**src/design/color_markup_partitioner_macros.svh**
```systemverilog
// assertion macros shared by the color markup partitioner modules
// no dependencies; bodies are empty when SYNTHESIS is set
`ifndef COLOR_MARKUP_PARTITIONER_MACROS_SVH
`define COLOR_MARKUP_PARTITIONER_MACROS_SVH

`ifndef SYNTHESIS
// property that must hold at every clock edge outside reset
`define CMP_ASSERT(lbl, clk, rstn, prop, msg) \
	lbl: assert property (@(posedge clk) disable iff (!rstn) (prop)) else $error(msg);
// consequent that must hold in the cycle after the antecedent
`define CMP_ASSERT_NEXT(lbl, clk, rstn, ante, cons, msg) \
	lbl: assert property (@(posedge clk) disable iff (!rstn) (ante) |=> (cons)) else $error(msg);
`else
`define CMP_ASSERT(lbl, clk, rstn, prop, msg)
`define CMP_ASSERT_NEXT(lbl, clk, rstn, ante, cons, msg)
`endif

`endif

```
**src/design/cmp_pkg.sv**
```systemverilog
// shared types, codes and constants of the color markup partitioner
// no dependencies
package cmp_pkg;

	// character width used for compares; input words wider than this are cut
	localparam int CHAR_BITS      = 16;
	localparam int HEX_DIGITS_DEF = 8;
	localparam int MAX_LENGTH_DEF = 4096;
	localparam int QUEUE_DEPTH    = 4;

	// configuration register indexes
	localparam int CFG_IDX_W = 3;
	localparam logic [CFG_IDX_W-1:0] REG_TEXT_MARKER  = 3'd0;
	localparam logic [CFG_IDX_W-1:0] REG_BACK_MARKER  = 3'd1;
	localparam logic [CFG_IDX_W-1:0] REG_DEFAULT_TEXT = 3'd2;
	localparam logic [CFG_IDX_W-1:0] REG_DEFAULT_BACK = 3'd3;
	localparam logic [CFG_IDX_W-1:0] REG_STRIP        = 3'd4;

	localparam logic [31:0] DEFAULT_TEXT_RESET = 32'hFFFF_FFFF;
	localparam logic [31:0] DEFAULT_BACK_RESET = 32'h0000_0000;

	typedef logic [CHAR_BITS-1:0] char_t;

	// character codes
	localparam char_t CH_SPACE = CHAR_BITS'(32);
	localparam char_t CH_NL    = CHAR_BITS'(10);
	localparam char_t CH_TAB   = CHAR_BITS'(9);
	localparam char_t CH_0     = CHAR_BITS'(48);
	localparam char_t CH_9     = CHAR_BITS'(57);
	localparam char_t CH_UA    = CHAR_BITS'(65);
	localparam char_t CH_UF    = CHAR_BITS'(70);
	localparam char_t CH_LA    = CHAR_BITS'(97);
	localparam char_t CH_LF    = CHAR_BITS'(102);

	typedef enum logic [1:0] {
		KIND_TEXT    = 2'd0,
		KIND_COLOR   = 2'd1,
		KIND_NEWLINE = 2'd2,
		KIND_TAB     = 2'd3
	} kind_t;

	typedef enum logic {
		FE_RUN,
		FE_DRAIN
	} front_state_t;

	// one classified head character, or the end-of-string mark
	typedef struct packed {
		kind_t       kind;
		logic        space;
		logic        text_sel;
		logic [31:0] value;
		logic        last;
	} token_t;

	typedef struct packed {
		logic [15:0] text_marker;
		logic [15:0] back_marker;
	} cfg_front_t;

	typedef struct packed {
		logic        strip;
		logic [31:0] def_text;
		logic [31:0] def_back;
		logic        load_text;
		logic        load_back;
		logic [31:0] load_value;
	} cfg_back_t;

endpackage

```
**src/design/cmp_front.sv**
```systemverilog
// front end: lookahead window, escape recognition and head classification
// depends on cmp_pkg and color_markup_partitioner_macros.svh
`include "color_markup_partitioner_macros.svh"

module cmp_front #(
	parameter int HEX_DIGITS = cmp_pkg::HEX_DIGITS_DEF
) (
	input  logic                clk,
	input  logic                arst_n,
	input  logic                s_tvalid,
	output logic                s_tready,
	input  logic [15:0]         s_tdata,   // char_code
	input  logic                s_tlast,   // last_char
	input  cmp_pkg::cfg_front_t cfg,
	input  logic                q_full,
	output logic                q_push,
	output cmp_pkg::token_t     q_tok,
	output logic                idle
);

	localparam int ESC_LEN = HEX_DIGITS + 2;
	localparam int FILL_W  = $clog2(ESC_LEN + 1);
	localparam int IDX_W   = $clog2(ESC_LEN);
	localparam logic [FILL_W-1:0] FILL_FULL = FILL_W'(ESC_LEN);
	localparam logic [FILL_W-1:0] FILL_ONE  = FILL_W'(1);

	cmp_pkg::char_t          win_q [ESC_LEN];
	cmp_pkg::char_t          win_d [ESC_LEN];
	logic [FILL_W-1:0]       fill_q, fill_d;
	cmp_pkg::front_state_t   state_q, state_d;
	logic                    active_q, active_d;

	logic                    full, is_tm, is_bm, digits_ok, is_color;
	cmp_pkg::kind_t          head_kind;
	logic [31:0]             head_value;
	logic                    proc, end_push, accept;
	logic [FILL_W-1:0]       fill_after;

	// hex digit decode: valid flag and nibble
	function automatic logic [4:0] hex_decode(input cmp_pkg::char_t c);
		logic [4:0] r;
		r = '0;
		if (c >= cmp_pkg::CH_0 && c <= cmp_pkg::CH_9)
			r = {1'b1, 4'(c - cmp_pkg::CH_0)};
		else if (c >= cmp_pkg::CH_UA && c <= cmp_pkg::CH_UF)
			r = {1'b1, 4'(c - cmp_pkg::CH_UA) + 4'd10};
		else if (c >= cmp_pkg::CH_LA && c <= cmp_pkg::CH_LF)
			r = {1'b1, 4'(c - cmp_pkg::CH_LA) + 4'd10};
		return r;
	endfunction

	// classify the head of the window with parallel compares
	always_comb begin
		logic [4:0] dec;
		full       = (fill_q == FILL_FULL);
		is_tm      = (win_q[0] == cfg.text_marker[cmp_pkg::CHAR_BITS-1:0]);
		is_bm      = (win_q[0] == cfg.back_marker[cmp_pkg::CHAR_BITS-1:0]);
		digits_ok  = 1'b1;
		head_value = '0;
		for (int i = 0; i < HEX_DIGITS; i++) begin
			dec = hex_decode(win_q[i+1]);
			digits_ok = digits_ok & dec[4];
			head_value[4*(HEX_DIGITS-1-i) +: 4] = dec[3:0];
		end
		is_color = (is_tm || is_bm) && full && (win_q[ESC_LEN-1] == win_q[0]) && digits_ok;
		if (is_color)
			head_kind = cmp_pkg::KIND_COLOR;
		else if (is_tm || is_bm)
			head_kind = cmp_pkg::KIND_TEXT;
		else if (win_q[0] == cmp_pkg::CH_NL)
			head_kind = cmp_pkg::KIND_NEWLINE;
		else if (win_q[0] == cmp_pkg::CH_TAB)
			head_kind = cmp_pkg::KIND_TAB;
		else
			head_kind = cmp_pkg::KIND_TEXT;
	end

	// sequencer: stream chars in, drain the window at the end of a string
	always_comb begin
		state_d  = state_q;
		proc     = !q_full && ((state_q == cmp_pkg::FE_RUN) ? full : (fill_q != '0));
		end_push = !q_full && (state_q == cmp_pkg::FE_DRAIN) && (fill_q == '0);
		s_tready = (state_q == cmp_pkg::FE_RUN) && (!full || proc);
		accept   = s_tvalid && s_tready;

		if (!proc)
			fill_after = fill_q;
		else if (is_color)
			fill_after = '0;
		else
			fill_after = fill_q - FILL_ONE;

		for (int i = 0; i < ESC_LEN; i++) begin
			if (accept && fill_after[IDX_W-1:0] == IDX_W'(i))
				win_d[i] = s_tdata[cmp_pkg::CHAR_BITS-1:0];
			else if (proc && i < ESC_LEN - 1)
				win_d[i] = win_q[(i < ESC_LEN - 1) ? i + 1 : i];
			else
				win_d[i] = win_q[i];
		end
		fill_d   = accept ? fill_after + FILL_ONE : fill_after;
		active_d = accept ? !s_tlast : active_q;

		unique case (state_q)
			cmp_pkg::FE_RUN: begin
				if (accept && s_tlast)
					state_d = cmp_pkg::FE_DRAIN;
			end
			cmp_pkg::FE_DRAIN: begin
				if (end_push)
					state_d = cmp_pkg::FE_RUN;
			end
			default: state_d = cmp_pkg::FE_RUN;
		endcase

		q_push         = proc || end_push;
		q_tok.kind     = end_push ? cmp_pkg::KIND_TEXT : head_kind;
		q_tok.space    = (win_q[0] == cmp_pkg::CH_SPACE);
		q_tok.text_sel = is_tm;
		q_tok.value    = head_value;
		q_tok.last     = end_push;
		idle           = !active_q && (state_q == cmp_pkg::FE_RUN);
	end

	// control registers
	always_ff @(posedge clk or negedge arst_n) begin
		if (!arst_n) begin
			fill_q   <= '0;
			state_q  <= cmp_pkg::FE_RUN;
			active_q <= 1'b0;
		end else begin
			fill_q   <= fill_d;
			state_q  <= state_d;
			active_q <= active_d;
		end
	end

	// window storage
	always_ff @(posedge clk) begin
		for (int i = 0; i < ESC_LEN; i++)
			win_q[i] <= win_d[i];
	end

	`CMP_ASSERT(a_color_needs_full, clk, arst_n, (q_push && !q_tok.last && q_tok.kind == cmp_pkg::KIND_COLOR) |-> (fill_q == FILL_FULL), "escape taken from a partial window")
	`CMP_ASSERT_NEXT(a_drain_shrinks, clk, arst_n, state_q == cmp_pkg::FE_DRAIN, fill_q <= $past(fill_q), "window grew while draining")

endmodule

```
**src/design/cmp_queue.sv**
```systemverilog
// short token queue between the front and back ends
// depends on cmp_pkg and color_markup_partitioner_macros.svh
`include "color_markup_partitioner_macros.svh"

module cmp_queue (
	input  logic            clk,
	input  logic            arst_n,
	input  logic            push,
	input  cmp_pkg::token_t push_tok,
	output logic            full,
	input  logic            pop,
	output cmp_pkg::token_t pop_tok,
	output logic            valid
);

	localparam int PTR_W = $clog2(cmp_pkg::QUEUE_DEPTH);
	localparam int CNT_W = $clog2(cmp_pkg::QUEUE_DEPTH + 1);
	localparam logic [CNT_W-1:0] CNT_FULL = CNT_W'(cmp_pkg::QUEUE_DEPTH);
	localparam logic [PTR_W-1:0] PTR_LAST = PTR_W'(cmp_pkg::QUEUE_DEPTH - 1);
	localparam logic [PTR_W-1:0] PTR_ONE  = PTR_W'(1);
	localparam logic [CNT_W-1:0] CNT_ONE  = CNT_W'(1);

	cmp_pkg::token_t   slot_q [cmp_pkg::QUEUE_DEPTH];
	logic [PTR_W-1:0]  wr_ptr_q, rd_ptr_q;
	logic [CNT_W-1:0]  count_q;
	logic              do_push, do_pop;

	// status and read side
	assign full    = (count_q == CNT_FULL);
	assign valid   = (count_q != '0);
	assign pop_tok = slot_q[rd_ptr_q];
	assign do_push = push && !full;
	assign do_pop  = pop && valid;

	// pointers and count
	always_ff @(posedge clk or negedge arst_n) begin
		if (!arst_n) begin
			wr_ptr_q <= '0;
			rd_ptr_q <= '0;
			count_q  <= '0;
		end else begin
			if (do_push)
				wr_ptr_q <= (wr_ptr_q == PTR_LAST) ? '0 : wr_ptr_q + PTR_ONE;
			if (do_pop)
				rd_ptr_q <= (rd_ptr_q == PTR_LAST) ? '0 : rd_ptr_q + PTR_ONE;
			if (do_push && !do_pop)
				count_q <= count_q + CNT_ONE;
			else if (do_pop && !do_push)
				count_q <= count_q - CNT_ONE;
		end
	end

	// slot storage
	always_ff @(posedge clk) begin
		if (do_push)
			slot_q[wr_ptr_q] <= push_tok;
	end

	`CMP_ASSERT(a_no_overflow, clk, arst_n, push |-> !full, "word pushed into a full queue")

endmodule

```
**src/design/cmp_back.sv**
```systemverilog
// back end: run accumulation, color state and the output register
// depends on cmp_pkg and color_markup_partitioner_macros.svh
`include "color_markup_partitioner_macros.svh"

module cmp_back #(
	parameter int HEX_DIGITS = cmp_pkg::HEX_DIGITS_DEF,
	parameter int MAX_LENGTH = cmp_pkg::MAX_LENGTH_DEF
) (
	input  logic               clk,
	input  logic               arst_n,
	input  cmp_pkg::cfg_back_t cfg,
	input  logic               q_valid,
	input  cmp_pkg::token_t    q_tok,
	output logic               q_pop,
	output logic               m_tvalid,
	input  logic               m_tready,
	output logic [119:0]       m_tdata,   // run_start, run_length, space_count,
	                                      // color_chars_before, text_color, back_color
	output logic [1:0]         m_tuser,   // run_kind
	output logic               m_tlast    // final_run
);

	localparam int ESC_LEN = HEX_DIGITS + 2;
	localparam int CNT_W   = $clog2(MAX_LENGTH + 1);
	localparam logic [CNT_W-1:0] MAX_CNT   = CNT_W'(MAX_LENGTH);
	localparam logic [CNT_W-1:0] MAX_START = CNT_W'(MAX_LENGTH - 1);
	localparam logic [CNT_W-1:0] ESC_ADD   = CNT_W'(ESC_LEN);
	localparam logic [CNT_W-1:0] ONE       = CNT_W'(1);

	logic              open_valid_q, open_valid_d;
	cmp_pkg::kind_t    open_kind_q, open_kind_d;
	logic [CNT_W-1:0]  open_start_q, open_start_d;
	logic [CNT_W-1:0]  open_len_q, open_len_d;
	logic [CNT_W-1:0]  open_spc_q, open_spc_d;
	logic [CNT_W-1:0]  open_base_q, open_base_d;
	logic [CNT_W-1:0]  pos_q, pos_d;
	logic [CNT_W-1:0]  ctot_q, ctot_d;
	logic [31:0]       cur_text_q, cur_text_d;
	logic [31:0]       cur_back_q, cur_back_d;

	logic              m_valid_q, m_valid_d;
	logic [119:0]      data_q;
	logic [1:0]        user_q;
	logic              last_q;

	logic              pop, is_color, skip, new_run, emit;
	logic [CNT_W-1:0]  len_base, spc_base;

	// add with saturation at the length limit
	function automatic logic [CNT_W-1:0] sat_add(input logic [CNT_W-1:0] a,
		input logic [CNT_W-1:0] b);
		logic [CNT_W:0] s;
		s = {1'b0, a} + {1'b0, b};
		return (s > {1'b0, MAX_CNT}) ? MAX_CNT : s[CNT_W-1:0];
	endfunction

	// run bookkeeping for one word from the queue
	always_comb begin
		pop      = q_valid && (!m_valid_q || m_tready);
		is_color = (q_tok.kind == cmp_pkg::KIND_COLOR);
		skip     = cfg.strip && is_color;
		new_run  = (!open_valid_q || open_kind_q != q_tok.kind) && !skip;
		emit     = pop && open_valid_q && (q_tok.last || new_run);
		len_base = new_run ? '0 : open_len_q;
		spc_base = new_run ? '0 : open_spc_q;

		open_valid_d = open_valid_q;
		open_kind_d  = open_kind_q;
		open_start_d = open_start_q;
		open_len_d   = open_len_q;
		open_spc_d   = open_spc_q;
		open_base_d  = open_base_q;
		pos_d        = pos_q;
		ctot_d       = ctot_q;
		cur_text_d   = cur_text_q;
		cur_back_d   = cur_back_q;

		if (pop) begin
			if (q_tok.last) begin
				open_valid_d = 1'b0;
				open_kind_d  = cmp_pkg::KIND_TEXT;
				open_start_d = '0;
				open_len_d   = '0;
				open_spc_d   = '0;
				open_base_d  = '0;
				pos_d        = '0;
				ctot_d       = '0;
				cur_text_d   = cfg.def_text;
				cur_back_d   = cfg.def_back;
			end else begin
				if (new_run) begin
					open_valid_d = 1'b1;
					open_kind_d  = q_tok.kind;
					open_start_d = (pos_q < MAX_CNT) ? pos_q : MAX_START;
					open_base_d  = ctot_q;
				end
				open_spc_d = spc_base;
				if (is_color) begin
					open_len_d = len_base;
					if (!cfg.strip) begin
						if (q_tok.text_sel)
							cur_text_d = q_tok.value;
						else
							cur_back_d = q_tok.value;
						open_len_d = sat_add(len_base, ESC_ADD);
					end
					pos_d  = sat_add(pos_q, ESC_ADD);
					ctot_d = sat_add(ctot_q, ESC_ADD);
				end else begin
					if (q_tok.kind == cmp_pkg::KIND_TEXT && q_tok.space)
						open_spc_d = sat_add(spc_base, ONE);
					open_len_d = sat_add(len_base, ONE);
					pos_d      = sat_add(pos_q, ONE);
				end
			end
		end

		// default color writes, passed in by the top level only while the front end is idle
		if (cfg.load_text)
			cur_text_d = cfg.load_value;
		if (cfg.load_back)
			cur_back_d = cfg.load_value;

		if (emit)
			m_valid_d = 1'b1;
		else if (m_tready)
			m_valid_d = 1'b0;
		else
			m_valid_d = m_valid_q;
	end

	// control and run state
	always_ff @(posedge clk or negedge arst_n) begin
		if (!arst_n) begin
			open_valid_q <= 1'b0;
			open_kind_q  <= cmp_pkg::KIND_TEXT;
			open_start_q <= '0;
			open_len_q   <= '0;
			open_spc_q   <= '0;
			open_base_q  <= '0;
			pos_q        <= '0;
			ctot_q       <= '0;
			cur_text_q   <= cmp_pkg::DEFAULT_TEXT_RESET;
			cur_back_q   <= cmp_pkg::DEFAULT_BACK_RESET;
			m_valid_q    <= 1'b0;
		end else begin
			open_valid_q <= open_valid_d;
			open_kind_q  <= open_kind_d;
			open_start_q <= open_start_d;
			open_len_q   <= open_len_d;
			open_spc_q   <= open_spc_d;
			open_base_q  <= open_base_d;
			pos_q        <= pos_d;
			ctot_q       <= ctot_d;
			cur_text_q   <= cur_text_d;
			cur_back_q   <= cur_back_d;
			m_valid_q    <= m_valid_d;
		end
	end

	// output word register
	always_ff @(posedge clk) begin
		if (emit) begin
			data_q <= {5'b0, cur_back_q, cur_text_q, 13'(open_base_q), 13'(open_spc_q),
				13'(open_len_q), 12'(open_start_q)};
			user_q <= open_kind_q;
			last_q <= q_tok.last;
		end
	end

	assign q_pop    = pop;
	assign m_tvalid = m_valid_q;
	assign m_tdata  = data_q;
	assign m_tuser  = user_q;
	assign m_tlast  = last_q;

	`CMP_ASSERT_NEXT(a_end_clears, clk, arst_n, pop && q_tok.last, !open_valid_q && pos_q == '0 && ctot_q == '0, "string state kept after end of string")
	`CMP_ASSERT(a_len_bound, clk, arst_n, open_len_q <= MAX_CNT && pos_q <= MAX_CNT, "run count past saturation limit")

endmodule

```
**src/design/color_markup_partitioner.sv**
```systemverilog
// a head char is classified and pushed once the window holds ESC_LEN chars and the queue is not full;
// the word of the run it closes passes the queue slot, the back end and the output register
// throughput: one char per cycle in steady state, set by the one-head-per-cycle window,
// while the queue is not full; after the last char of a string, input is held off until
// the window has drained and the end-of-string mark is in the queue
// reset: arst_n empties window and queue, clears run state and output valid; colors load their defaults
// top level of the color markup partitioner: configuration registers and wiring
// depends on cmp_pkg, cmp_front, cmp_queue and cmp_back

module color_markup_partitioner #(
	parameter int HEX_DIGITS = cmp_pkg::HEX_DIGITS_DEF,
	parameter int MAX_LENGTH = cmp_pkg::MAX_LENGTH_DEF
) (
	input  logic                          clk,
	input  logic                          arst_n,
	input  logic                          s_tvalid,
	output logic                          s_tready,
	input  logic [15:0]                   s_tdata,    // char_code
	input  logic                          s_tlast,    // last_char
	output logic                          m_tvalid,
	input  logic                          m_tready,
	output logic [119:0]                  m_tdata,    // run_start, run_length, space_count,
	                                                  // color_chars_before, text_color,
	                                                  // back_color, zero pad
	output logic [1:0]                    m_tuser,    // run_kind
	output logic                          m_tlast,    // final_run
	input  logic                          cfg_we,
	input  logic [cmp_pkg::CFG_IDX_W-1:0] cfg_index,
	input  logic [31:0]                   cfg_wdata
);

	logic [15:0]         text_marker_q, back_marker_q;
	logic [31:0]         def_text_q, def_back_q;
	logic                strip_q;
	logic                idle;

	cmp_pkg::cfg_front_t cfg_front;
	cmp_pkg::cfg_back_t  cfg_back;

	logic                q_push, q_full, q_pop, q_valid;
	cmp_pkg::token_t     push_tok, pop_tok;

	// configuration registers
	always_ff @(posedge clk or negedge arst_n) begin
		if (!arst_n) begin
			text_marker_q <= '0;
			back_marker_q <= '0;
			def_text_q    <= cmp_pkg::DEFAULT_TEXT_RESET;
			def_back_q    <= cmp_pkg::DEFAULT_BACK_RESET;
			strip_q       <= 1'b0;
		end else if (cfg_we) begin
			unique case (cfg_index)
				cmp_pkg::REG_TEXT_MARKER:  text_marker_q <= cfg_wdata[15:0];
				cmp_pkg::REG_BACK_MARKER:  back_marker_q <= cfg_wdata[15:0];
				cmp_pkg::REG_DEFAULT_TEXT: def_text_q    <= cfg_wdata;
				cmp_pkg::REG_DEFAULT_BACK: def_back_q    <= cfg_wdata;
				cmp_pkg::REG_STRIP:        strip_q       <= cfg_wdata[0];
				default: ;
			endcase
		end
	end

	// settings handed to each end
	always_comb begin
		cfg_front.text_marker = text_marker_q;
		cfg_front.back_marker = back_marker_q;
		cfg_back.strip        = strip_q;
		cfg_back.def_text     = def_text_q;
		cfg_back.def_back     = def_back_q;
		cfg_back.load_text    = cfg_we && (cfg_index == cmp_pkg::REG_DEFAULT_TEXT) && idle;
		cfg_back.load_back    = cfg_we && (cfg_index == cmp_pkg::REG_DEFAULT_BACK) && idle;
		cfg_back.load_value   = cfg_wdata;
	end

	cmp_front #(
		.HEX_DIGITS (HEX_DIGITS)
	) u_front (
		.clk      (clk),
		.arst_n   (arst_n),
		.s_tvalid (s_tvalid),
		.s_tready (s_tready),
		.s_tdata  (s_tdata),
		.s_tlast  (s_tlast),
		.cfg      (cfg_front),
		.q_full   (q_full),
		.q_push   (q_push),
		.q_tok    (push_tok),
		.idle     (idle)
	);

	cmp_queue u_queue (
		.clk      (clk),
		.arst_n   (arst_n),
		.push     (q_push),
		.push_tok (push_tok),
		.full     (q_full),
		.pop      (q_pop),
		.pop_tok  (pop_tok),
		.valid    (q_valid)
	);

	cmp_back #(
		.HEX_DIGITS (HEX_DIGITS),
		.MAX_LENGTH (MAX_LENGTH)
	) u_back (
		.clk      (clk),
		.arst_n   (arst_n),
		.cfg      (cfg_back),
		.q_valid  (q_valid),
		.q_tok    (pop_tok),
		.q_pop    (q_pop),
		.m_tvalid (m_tvalid),
		.m_tready (m_tready),
		.m_tdata  (m_tdata),
		.m_tuser  (m_tuser),
		.m_tlast  (m_tlast)
	);

endmodule

```
**config.mk**
```make
export PLATFORM = sky130hd
export DESIGN_NAME = color_markup_partitioner
export DESIGN_NICKNAME = d
export VERILOG_FILES = /design/src/design/cmp_pkg.sv /design/src/design/cmp_front.sv /design/src/design/cmp_queue.sv /design/src/design/cmp_back.sv /design/src/design/color_markup_partitioner.sv
export VERILOG_INCLUDE_DIRS = /design/src /design/src/design
export SDC_FILE = /design/constraint.sdc
export NUM_CORES = 1
export LEC_CHECK = 0
export ABC_AREA = 1
export BUFFER_PORTS_ARGS = -buffer_cell sky130_fd_sc_hd__buf_2
export CELL_PAD_IN_SITES_DETAIL_PLACEMENT = 2
export CELL_PAD_IN_SITES_GLOBAL_PLACEMENT = 2
export CORE_ASPECT_RATIO = 0.7
export CORE_MARGIN = 4
export CORE_UTILIZATION = 35
export CTS_BUF_LIST = sky130_fd_sc_hd__clkbuf_4 sky130_fd_sc_hd__clkbuf_8 sky130_fd_sc_hd__clkbuf_16
export DETAILED_ROUTE_END_ITERATION = 8
export PLACE_DENSITY_LB_ADDON = 0.15
export RECOVER_POWER = 25
export SYNTH_ARGS = -nofsm -noshare
export SYNTH_HDL_FRONTEND = slang
export SYNTH_SLANG_ARGS = --single-unit
```
**constraint.sdc**
```tcl
create_clock -name clk -period 9.7 [get_ports clk]
set_input_delay 1.94 -clock clk [delete_from_list [all_inputs] [get_ports clk]]
set_output_delay 1.94 -clock clk [all_outputs]
set_load 0.02 [all_outputs]
```
==> results of run 1 <==
-- worst min path at each step --
stage	endpoint	slack (ps)	cells past startpoint
floorplan	u_back.m_tdata[15]	420	0
global placement	u_back.m_tdata[43]	440	0
detailed placement	u_back.m_tdata[6]	430	0
CTS	u_back.m_tdata[0]	450	0
global route	u_back.m_tdata[0]	460	0
finish	u_back.m_tdata[44]	450	0
-- per-stage QoR --
step / hold WS [ps] / worst slack (ps) / total power [W] / util, % / instance area, µm²
4_1_cts: 451 / 4260 / 0.0138 / 40.4 / 36500
6_report: 453 / 3560 / 0.0137 / 40.4 / 36500
5_1_grt: 460 / 2720 / 0.0146 / 40.4 / 36500
2_1_floorplan: 423 / 1070 / 0.00871 / - / 32000
3_5_place_dp: 435 / 3710 / 0.0108 / 37.7 / 34000
3_3_place_gp: 440 / 3880 / 0.0105 / 37.7 / 34000
-- flip-flops by register name, summed over array words and instances (netlist names), 2 cells and up --
register / cells
back_marker_q: 16
def_back_q: 32
def_text_q: 32
text_marker_q: 16
u_back.ctot_q: 12
u_back.cur_back_q: 32
u_back.cur_text_q: 32
u_back.m_tdata: 115
u_back.m_tuser: 2
u_back.open_base_q: 13
u_back.open_kind_q: 2
u_back.open_len_q: 13
u_back.open_spc_q: 13
u_back.open_start_q: 12
u_back.pos_q: 13
u_front.fill_q: 4
u_front.win_q: 160
u_queue.count_q: 3
u_queue.rd_ptr_q: 2
u_queue.slot_q: 148
u_queue.wr_ptr_q: 2
-- routing by layer --
layer  wire (µm)  up-vias  part of all wire, %
li1            -    11300                    -
met1       54500    13200                   47
met2       52100      592                   45
met3        5990      160                  5.2
met4        2870        2                  2.5
met5          13        -                0.011
-- cells in the final DEF, fill, tap and decap left out, types with 40 or more instances in the layout --
| master | instances |
|---|---|
| buf_2 | 158 |
| o22ai_1 | 59 |
| a21oi_1 | 64 |
| ha_1 | 50 |
| nand3_1 | 162 |
| o2111ai_1 | 49 |
| nor3_1 | 40 |
| o21ai_0 | 296 |
| nand2_1 | 860 |
| edfxtp_1 | 426 |
| nor2_1 | 213 |
| clkbuf_16 | 75 |
| inv_1 | 279 |
| o221a_2 | 64 |
| nand4_1 | 47 |
| dfrtp_1 | 190 |
| xor2_1 | 43 |
-- cells by family (layout without fill, tap and decap cells) --
logic type,after synthesis,count (layout)
AND/OR/NAND/NOR,1416,1416
adder cells (fa/ha/maj),51,51
other,1,7
flip-flops,680,680
XOR/XNOR,68,68
multiplexers,4,4
buffers and inverters,448,634
AO/OA/AOI/OAI,568,568
-- cell type report --
type / instances / area [µm²] / area share (%)
sequential: 680 / 19200 / 52.7
multi-input combinational: 2112 / 11000 / 30.2
clock buffer: 108 / 2200 / 6.03
tap: 1222 / 1530 / 4.19
timing repair buffer: 208 / 1100 / 3.02
inverter: 289 / 1080 / 2.97
clock inverter: 29 / 314 / 0.861
antenna: 2 / 5.00 / 0.0137
-- Yosys cell counts (2+ instances only) --
library cell	instances	area [µm²]
o21ai_1	5	25.0
buf_2	21	105
nor2_4	8	90.1
nor2_2	9	56.3
o21a_1	3	22.5
xor2_1	43	377
o31ai_1	3	22.5
nand4_2	3	37.5
buf_4	15	113
a31oi_1	7	43.8
o22ai_1	59	369
o211ai_1	6	45.0
buf_6	8	90.1
nand3b_1	9	67.6
nor3_1	40	200
inv_2	9	33.8
nand2_4	3	33.8
o2111ai_1	49	429
a21oi_1	64	320
nand3_2	8	80.1
xnor2_1	25	219
dfstp_2	64	1680
inv_1	279	1050
nor4_1	13	81.3
a22o_1	2	17.5
o221a_2	64	721
clkbuf_1	114	428
nand4_1	45	282
edfxtp_1	426	12800
dfrtp_1	190	4750
or2_2	12	75.1
nor3_2	2	20.0
nand2_1	862	3240
nor2_1	219	822
nand2_2	10	62.6
nand3_1	163	816
nor4_2	3	37.5
mux2i_1	4	40.0
ha_1	50	626
o21ai_0	297	1490
-- power groups by stage --
stage	Sequential (W)	Clock, W	Combinational (W)
finish	0.00553	0.00293	0.00525
global route	0.00564	0.00313	0.00581
CTS	0.00554	0.00300	0.00530
detailed placement	0.00558	0	0.00523
global placement	0.00552	0	0.00494
floorplan	0.00548	0	0.00323
==> results.sh, run 1 <==
export IMPL_cts_root_buf="clkbuf_16"
export IMPL_portBuffers=176
export IMPL_netlist_instances=3236
export IMPL_grt_max_degree=119
export IMPL_layout_worst_path_cycle_share_pct=63.3
export IMPL_finClkSkew_ps=32.9
export IMPL_gr_usage_met3_pct=4.45
export IMPL_violations="max-capacitance violations, max-slew violations"
export IMPL_timing_rr_end="u_back.open_len_q[1]"
export IMPL_yosys_area_share_simple_pct=19.0
export IMPL_finalSetupTns_ps=0
export IMPL_ctsHoldBuffers=0
export IMPL_power_switching_w=0.00586
export IMPL_slowest_stage="clkbuf_1"
export IMPL_p_comb_share_pct=38.3
export IMPL_min_from="u_back.open_base_q[6]"
export IMPL_antenna_found_initial=14
export IMPL_synth_edf_count=426
export IMPL_h_tree_depth=3
export IMPL_cts_tree="done"
export IMPL_wl_per_cell_um=24.8
export IMPL_status="finished with violations"
export IMPL_timing_final_max_slew_violations=124
export IMPL_synth_distinct_cells=60
export IMPL_insertion_delay_ps=670
export IMPL_cp_slowest_stage_delay_ps=3450
export IMPL_worst_path_stages=2
export IMPL_wl_mm=115
export IMPL_start_util_pct=35.4
export IMPL_synth_seq_cells=680
export IMPL_reg2reg_from="u_queue.rd_ptr_q[0]"
export IMPL_maxCapViolCount=2
export IMPL_crit_path_start_kind="input port"
export IMPL_cts_buffers=74
export IMPL_num_fill_cells=9725
export IMPL_synth_avg_cell_area_um2=9.89
export IMPL_busiest_layer="met2"
export IMPL_rsz0062_at_grt="no"
export IMPL_worstHoldPathType="flip-flop to flip-flop"
export IMPL_synth_mux_area_fraction_pct=0.125
export IMPL_vias=25300
export IMPL_grt_pass1_wl_mm=174
export IMPL_worstPathArrival_ps=6790
export IMPL_cts_resized=0
export IMPL_worstSetupEndpoint="back_marker_q[12]"
export IMPL_seq_area_frac_synth_pct=60.1
export IMPL_fmaxAchievable_mhz=163
export IMPL_async_flop_share_pct=37.4
export IMPL_path_buf_inv=2
export IMPL_grt_use_met1_pct=34.0
export IMPL_power_density_nw_per_um2=376
export IMPL_critPathTopFamily="buffers and inverters"
export IMPL_vias_per_cell=5.45
export IMPL_cp_required_ps=10350
export IMPL_peakVddDrop_mv=0.228
export IMPL_synth_xor_area_share_pct=1.86
export IMPL_reg2reg_depth=26
export IMPL_post_cts_buffers=0
export IMPL_layout_min_cycle_time_ps=6140
export IMPL_dp_cells=4511
export IMPL_dp_hpwl_mm=81.2
export IMPL_fin_nets=3473
export IMPL_die_area_um2=96400
export IMPL_syn_cell_area_um2=32000
export IMPL_path_cells="clkbuf_1, buf_4"
export IMPL_die_w_um=369
export IMPL_endpoint_kind="async pin"
export IMPL_path_class="input port to async pin"
export IMPL_ys_warn_count=0
export IMPL_internal_power_w=0.00786
export IMPL_pwr_share_clk_pct=21.4
export IMPL_path_max_fanout=85
export IMPL_tightest_slew_ps=5120
export IMPL_clock_sinks=680
export IMPL_drive_above_1_share_pct=14.5
export IMPL_grt_usage_pct=23.7
export IMPL_synthFlopType="edfxtp_1"
export IMPL_layout_cells_non_filler=4650
export IMPL_drt_initial_drc_count=1903
export IMPL_setup_viol=0
export IMPL_path_clk_slew_ps=60
export IMPL_dr_pass1_iters=5
export IMPL_synth_top_family_by_area="simple AND/OR/NAND/NOR gates"
export IMPL_synth_compound_area_share_pct=11.2
export IMPL_die_y_um=261
export IMPL_core_um2=90400
export IMPL_overflow=0
export IMPL_p_leak_nw=15.1
export IMPL_p_seq_share_pct=40.3
export IMPL_cts_max_path_buffers=3
export IMPL_met2_usage_pct=37.3
export IMPL_synthAdderAreaFrac_pct=2.02
export IMPL_drcViolationCount=0
export IMPL_rrSetupSlack_ps=3810
export IMPL_p_sw_share_pct=42.7
export IMPL_grt_pass1_vias=27200
export IMPL_maxSlewHeadroom_pct=-241
export IMPL_hold_violations=0
export IMPL_routabilityCongestion=0.876
export IMPL_area_growth_pct=14.0
export IMPL_startpoint="arst_n"
export IMPL_ioPinCount=182
export IMPL_row_count=92
export IMPL_antenna_left=0
No activity file was read; power rests on OpenSTA's default activity.
==> run 2, diff against run 1 <==
--- a/config.mk
+++ b/config.mk
@@ -6,7 +6,7 @@
 export SDC_FILE = /design/constraint.sdc
 export NUM_CORES = 1
 export LEC_CHECK = 0
-export ABC_AREA = 1
+export ABC_AREA = 0
 export BUFFER_PORTS_ARGS = -buffer_cell sky130_fd_sc_hd__buf_2
 export CELL_PAD_IN_SITES_DETAIL_PLACEMENT = 2
 export CELL_PAD_IN_SITES_GLOBAL_PLACEMENT = 2
==> constraint.sdc (replaced) <==
create_clock -name clk -period 5.2 [get_ports clk]
set_input_delay 1.04 -clock clk [delete_from_list [all_inputs] [get_ports clk]]
set_output_delay 1.04 -clock clk [all_outputs]
set_load 0.02 [all_outputs]
==> results.sh, run 2 <==
export IMPL_status="finished with violations"
export IMPL_violations="max-capacitance violations, max-slew violations"
export IMPL_peakVddDrop_mv=0.344
export IMPL_hold_violations=0
export IMPL_endpoint_kind="flip-flop"
export IMPL_cts_resized=1
export IMPL_cp_required_ps=5780
export IMPL_dp_hpwl_mm=71.7
export IMPL_grt_pass1_vias=24400
export IMPL_cts_max_path_buffers=3
export IMPL_rsz0062_at_grt="no"
export IMPL_dp_slack_ps=-90.2
export IMPL_fin_util_pct=40.8
export IMPL_drcViolationCount=0
export IMPL_synth_seq_cells=680
export IMPL_area_growth_pct=15.5
export IMPL_path_class="flip-flop to flip-flop"
export IMPL_path_buf_inv=1
export IMPL_post_cts_buffers=0
export IMPL_yosysTopAreaCell="edfxtp_1"
export IMPL_wl_mm=104
export IMPL_cts_tree="done"
export IMPL_finalSetupTns_ps=0
export IMPL_maxSlewHeadroom_pct=-70.5
export IMPL_ioPinCount=182
export IMPL_grt_pass1_wl_mm=157
export IMPL_largest_register="u_front.win_q"
export IMPL_synth_avg_cell_area_um2=12.4
export IMPL_portBuffers=176
export IMPL_netlist_top_cells_count="edfxtp_1 (426), nand2_1 (312), mux2_2 (233)"
export IMPL_worstPathArrival_ps=5470
export IMPL_wl_per_cell_um=25.7
export IMPL_dr_pass1_iters=5
export IMPL_h_tree_depth=3
export IMPL_syn_cell_area_um2=31900
export IMPL_yosys_top_cells_area="edfxtp_1 (40%), dfrtp_1 (15%), mux2_2 (8.2%)"
export IMPL_path_clk_slew_ps=60
export IMPL_critPathTopFamily="compound AO/OA/AOI/OAI gates"
export IMPL_die_w_um=369
export IMPL_start_util_pct=35.4
export IMPL_grt_max_degree=89
export IMPL_p_leak_nw=13.6
export IMPL_vias_per_cell=5.51
export IMPL_wl_met2_mm=50.2
export IMPL_async_flop_share_pct=37.4
export IMPL_hold_slack_ps=445
export IMPL_clock_sinks=680
export IMPL_ctsHoldBuffers=0
export IMPL_cp_slowest_stage_delay_ps=590
export IMPL_fin_area_um2=36900
export IMPL_synth_distinct_cells=86
export IMPL_placed_area_um2=34400
export IMPL_power_density_nw_per_um2=670
export IMPL_mostFrequentLayoutCell="edfxtp_1"
export IMPL_drt_initial_drc_count=1588
export IMPL_core_um2=90200
export IMPL_die_area_um2=96200
export IMPL_slowest_stage="mux4_2"
export IMPL_synth_most_common_cell="edfxtp_1"
export IMPL_synthDominantCellAreaShare_pct=40.1
export IMPL_row_count=92
export IMPL_insertion_delay_ps=680
export IMPL_met1_length_mm=47.1
export IMPL_die_y_um=261
export IMPL_drive_above_1_share_pct=25.3
export IMPL_antenna_found_initial=5
export IMPL_ys_warn_count=0
export IMPL_layout_worst_path_cycle_share_pct=94.0
export IMPL_fin_nets=2873
export IMPL_worstHoldPathType="flip-flop to flip-flop"
export IMPL_tightest_slew_ps=2560
export IMPL_layout_min_cycle_time_ps=4890
export IMPL_grt_usage_pct=21.4
export IMPL_netlist_instances=2582
export IMPL_crit_path_start_kind="flip-flop"
export IMPL_cts_root_buf="clkbuf_16"
export IMPL_overflow=0
export IMPL_synth_edf_count=426
export IMPL_num_fill_cells=9265
export IMPL_vias=22300
export IMPL_routabilityCongestion=0.826
export IMPL_fin_ws_ps=313
export IMPL_seq_area_frac_synth_pct=60.2
export IMPL_timing_final_max_slew_violations=238
export IMPL_synthFlopType="edfxtp_1"
export IMPL_final_cell_mix="edfxtp_1 (426), nand2_1 (310), mux2_2 (233)"
export IMPL_maxCapViolCount=4
export IMPL_largest_reg_flops=160
export IMPL_routed_top_layer="met5"
export IMPL_antenna_left=0
export IMPL_setup_viol=0
export IMPL_path_cells="mux4_2, mux2i_2, a22o_1, and2_1, ha_1, o21ai_0, nor3_1, nor3_1, nand4b_1, a211oi_1, nor2_1, buf_4, o21ai_0, a311oi_1, a31oi_1"
export IMPL_met3_wirelength_mm=4.30
export IMPL_cts_buffers=73
export IMPL_finClkSkew_ps=38.3
export IMPL_path_max_fanout=12
export IMPL_fmaxAchievable_mhz=205
run 2: cell types whose count changed in the layout (fill, tap and decap cells not counted), moves of 24 or more:
cell       previous run  this run
a21oi_1              64       126
o21ai_0             296       199
o221a_2              64         2
buf_4                29        62
o22ai_1              59         7
nor2_1              213       123
inv_1               279        50
o2111ai_1            49         7
nand4_1              47        23
mux2_2                0       233
xnor2_1              25        62
mux4_2                0        36
nand3_1             162        78
nand2_1             860       310
run 2: where the power goes:
| group | switching [W] | total (W) | internal, W |
|---|---|---|---|
| registers | 0.00160 | 0.0102 | 0.00865 |
| clock network | 0.00235 | 0.00548 | 0.00313 |
| logic | 0.00587 | 0.00897 | 0.00310 |
| total | 0.00981 | 0.0247 | 0.0149 |
run 2: final timing paths:
check	from	to	slack, ps	cells after the start
hold / removal	u_back.cur_back_q[1]	u_back.m_tdata[84]	450	0
setup reg to reg	u_queue.rd_ptr_q[0]	u_back.open_len_q[10]	310	15
setup / recovery	u_queue.rd_ptr_q[0]	u_back.open_len_q[10]	310	15
min in group asynchronous	arst_n	u_back.open_base_q[9]	1140	1
hold reg to reg	u_back.cur_back_q[1]	u_back.m_tdata[84]	450	0
max in group asynchronous	arst_n	def_back_q[3]	900	2
run 2: cell families after synthesis:
| group | count (synthesis) | synth area share [%] |
|---|---|---|
| simple gates | 768 | 11.5 |
| flops | 680 | 60.2 |
| compound gates | 513 | 9.92 |
| mux | 290 | 11.5 |
| buf+inv | 191 | 2.42 |
| xor+xnor | 88 | 2.41 |
| fa+ha+maj | 51 | 2.02 |
| other cells | 1 | 0.0117 |
run 2: per-layer routing:
layer	GRT usage, %	vias up
met4	5.44	2
li1	-	9953
met1	28.9	11800
met3	3.66	143
met2	36.0	434
met5	0	-
run 2: final cells by class:
type	count	area, µm²	area share, %
diodes	2	5.00	0.0136
clock buffers	105	2150	5.84
clock inverters	31	362	0.981
inverters	51	191	0.519
multi-input cells	1715	12000	32.6
flip-flops and latches	680	19200	52.2
well taps	1222	1530	4.15
repair buffers	244	1370	3.70
run 2: through the flow:
step,total power [W],cells
CTS,0.0250,4048
detailed placement,0.0194,3912
finish,0.0247,4050
floorplan,0.0156,2586
global route,0.0262,4049
global placement,0.0189,3912
==> run 3, diff against run 2 <==
--- a/config.mk
+++ b/config.mk
@@ -7,7 +7,7 @@
 export NUM_CORES = 1
 export LEC_CHECK = 0
 export ABC_AREA = 0
-export BUFFER_PORTS_ARGS = -buffer_cell sky130_fd_sc_hd__buf_2
+export BUFFER_PORTS_ARGS = -buffer_cell sky130_fd_sc_hd__buf_4
 export CELL_PAD_IN_SITES_DETAIL_PLACEMENT = 2
 export CELL_PAD_IN_SITES_GLOBAL_PLACEMENT = 2
 export CORE_ASPECT_RATIO = 0.7
==> results.sh, run 3 (synthesis gave the netlist of run 2 again) <==
export IMPL_status="finished with violations"
export IMPL_violations="max-capacitance violations, max-slew violations"
export IMPL_core_um2=90200
export IMPL_power_density_nw_per_um2=662
export IMPL_peakVddDrop_mv=0.392
export IMPL_maxSlewHeadroom_pct=-72.4
export IMPL_hold_violations=0
export IMPL_tightest_slew_ps=2590
export IMPL_cts_buffers=72
export IMPL_maxCapViolCount=3
export IMPL_antenna_found_initial=3
export IMPL_post_cts_buffers=0
export IMPL_antenna_cells=0
export IMPL_cts_max_path_buffers=3
export IMPL_crit_path_start_kind="flip-flop"
export IMPL_wl_per_cell_um=25.3
export IMPL_die_area_um2=96200
export IMPL_layout_min_cycle_time_ps=4910
export IMPL_cts_tree="done"
export IMPL_worstHoldPathCells=0
export IMPL_finalSetupTns_ps=0
export IMPL_path_cells="mux4_2, mux2i_2, a22o_1, and2_1, ha_1, buf_4, and4_1, o211ai_1, a2111oi_0, o2111ai_1, nand2_1, nand2_1, nor4_1, o21ai_0, o311ai_0"
export IMPL_ioPinCount=182
export IMPL_fmaxAchievable_mhz=204
export IMPL_area_growth_pct=16.3
export IMPL_dr_pass1_iters=5
export IMPL_timing_final_max_slew_violations=229
export IMPL_grt_max_degree=107
export IMPL_power_w=0.0246
export IMPL_drcViolationCount=0
export IMPL_rrSetupSlack_ps=290
export IMPL_row_count=92
export IMPL_fin_ws_ps=295
export IMPL_layout_worst_path_cycle_share_pct=94.3
export IMPL_dp_cells=3910
export IMPL_path_clk_slew_ps=70
export IMPL_overflow=0
export IMPL_slowest_stage="mux4_2"
export IMPL_grt_pass1_wl_mm=155
export IMPL_dp_hpwl_mm=70.2
export IMPL_portBuffers=176
export IMPL_cts_root_buf="clkbuf_16"
export IMPL_timing_rr_end="u_back.open_len_q[5]"
export IMPL_whs_endpoint="u_back.m_tdata[109]"
export IMPL_finClkSkew_ps=28.4
export IMPL_largest_reg_flops=160
export IMPL_die_w_um=369
export IMPL_reg2reg_depth=15
export IMPL_setup_viol=0
export IMPL_reg2reg_from="u_queue.rd_ptr_q[0]"
export IMPL_routabilityCongestion=0.857
export IMPL_crit_top_cell="nand2_1"
export IMPL_dp_slack_ps=17.3
export IMPL_wl_mm=102
export IMPL_endpoint_kind="flip-flop"
export IMPL_min_from="u_back.cur_back_q[26]"
export IMPL_worstHoldPathType="flip-flop to flip-flop"
export IMPL_vias_per_cell=5.44
export IMPL_path_class="flip-flop to flip-flop"
export IMPL_start_util_pct=35.4
export IMPL_clock_sinks=680
export IMPL_grt_usage_pct=21.0
export IMPL_path_max_fanout=8
export IMPL_grt_pass1_vias=24200
export IMPL_mostFrequentLayoutCell="edfxtp_1"
export IMPL_h_tree_depth=3
export IMPL_worstPathArrival_ps=5440
export IMPL_final_cell_mix="edfxtp_1 (426), nand2_1 (311), mux2_2 (233)"
export IMPL_insertion_delay_ps=650
export IMPL_p_leak_nw=13.6
export IMPL_largest_register="u_front.win_q"
export IMPL_drt_initial_drc_count=1472
export IMPL_drive_above_1_share_pct=25.2
export IMPL_rsz0062_at_grt="no"
export IMPL_cp_slowest_stage_delay_ps=580
export IMPL_antenna_left=0
export IMPL_fin_nets=2870
export IMPL_die_y_um=261
export IMPL_cp_required_ps=5740
export IMPL_vias=22000
export IMPL_layout_cells_non_filler=4044
[run 3: cell count changes in the layout (fill, tap and decap cells not counted), moves of 4 or more]
cell      before  now
clkbuf_8      11    7
buf_2        158    0
clkinv_2      10   17
buf_4         62  218
[run 3: worst max-delay path by stage]
stage,start,end,slack [ps],depth (start not counted)
floorplan,u_queue.rd_ptr_q[0],u_back.open_len_q[10],360,18
global placement,u_front.win_q[6][0],u_front.win_q[6][0],340,14
detailed placement,u_front.win_q[1][0],u_front.win_q[6][15],20,15
global route,u_queue.rd_ptr_q[0],u_back.open_len_q[5],40,16
CTS,u_front.win_q[1][0],u_front.win_q[6][15],20,15
finish,u_queue.rd_ptr_q[0],u_back.open_len_q[5],290,15
[run 3: area by class of cell]
class	count	area (µm²)
clock inverter	39	378
inverter	51	191
fill	9193	53100
sequential	680	19200
timing repair buffer	242	1760
clock buffer	95	2020
multi-input combinational	1715	12000
tap	1222	1530
[run 3: routing by layer]
layer,track usage [%],up-vias,routed length [µm]
met2,35.5,327,49900
li1,-,9937,-
met4,4.17,2,1800
met5,0,-,7
met1,28.6,11600,46900
met3,3.77,101,3690
[run 3: stage by stage]
stage	hold slack, ps	instance area [µm²]	utilization, %
2_1_floorplan	417	31900	-
3_3_place_gp	439	34800	38.6
3_5_place_dp	438	34800	38.6
4_1_cts	422	37200	41.2
5_1_grt	445	37100	41.1
6_report	436	37100	41.1
[run 3: timing repair]
| action | CTS | global route |
|---|---|---|
| hold buffers | 0 | 0 |
| gates resized for setup | 0 | 7 |
| setup endpoints to repair | 0 | 33 |
[run 3: report_power, final]
part	internal, W	switching, W
clock	0.00294	0.00233
sequential	0.00864	0.00156
combinational	0.00333	0.00578
[run 3: critical path: cells and delay by family (launching register included)]
| kind | cells | cell delay, ps |
|---|---|---|
| AOI/OAI and AO/OA | 6 | 1670 |
| adders and majority gates | 1 | 230 |
| buffers and inverters | 1 | 180 |
| DFF | 1 | 470 |
| muxes | 2 | 920 |
| and+or+nand+nor | 5 | 1320 |
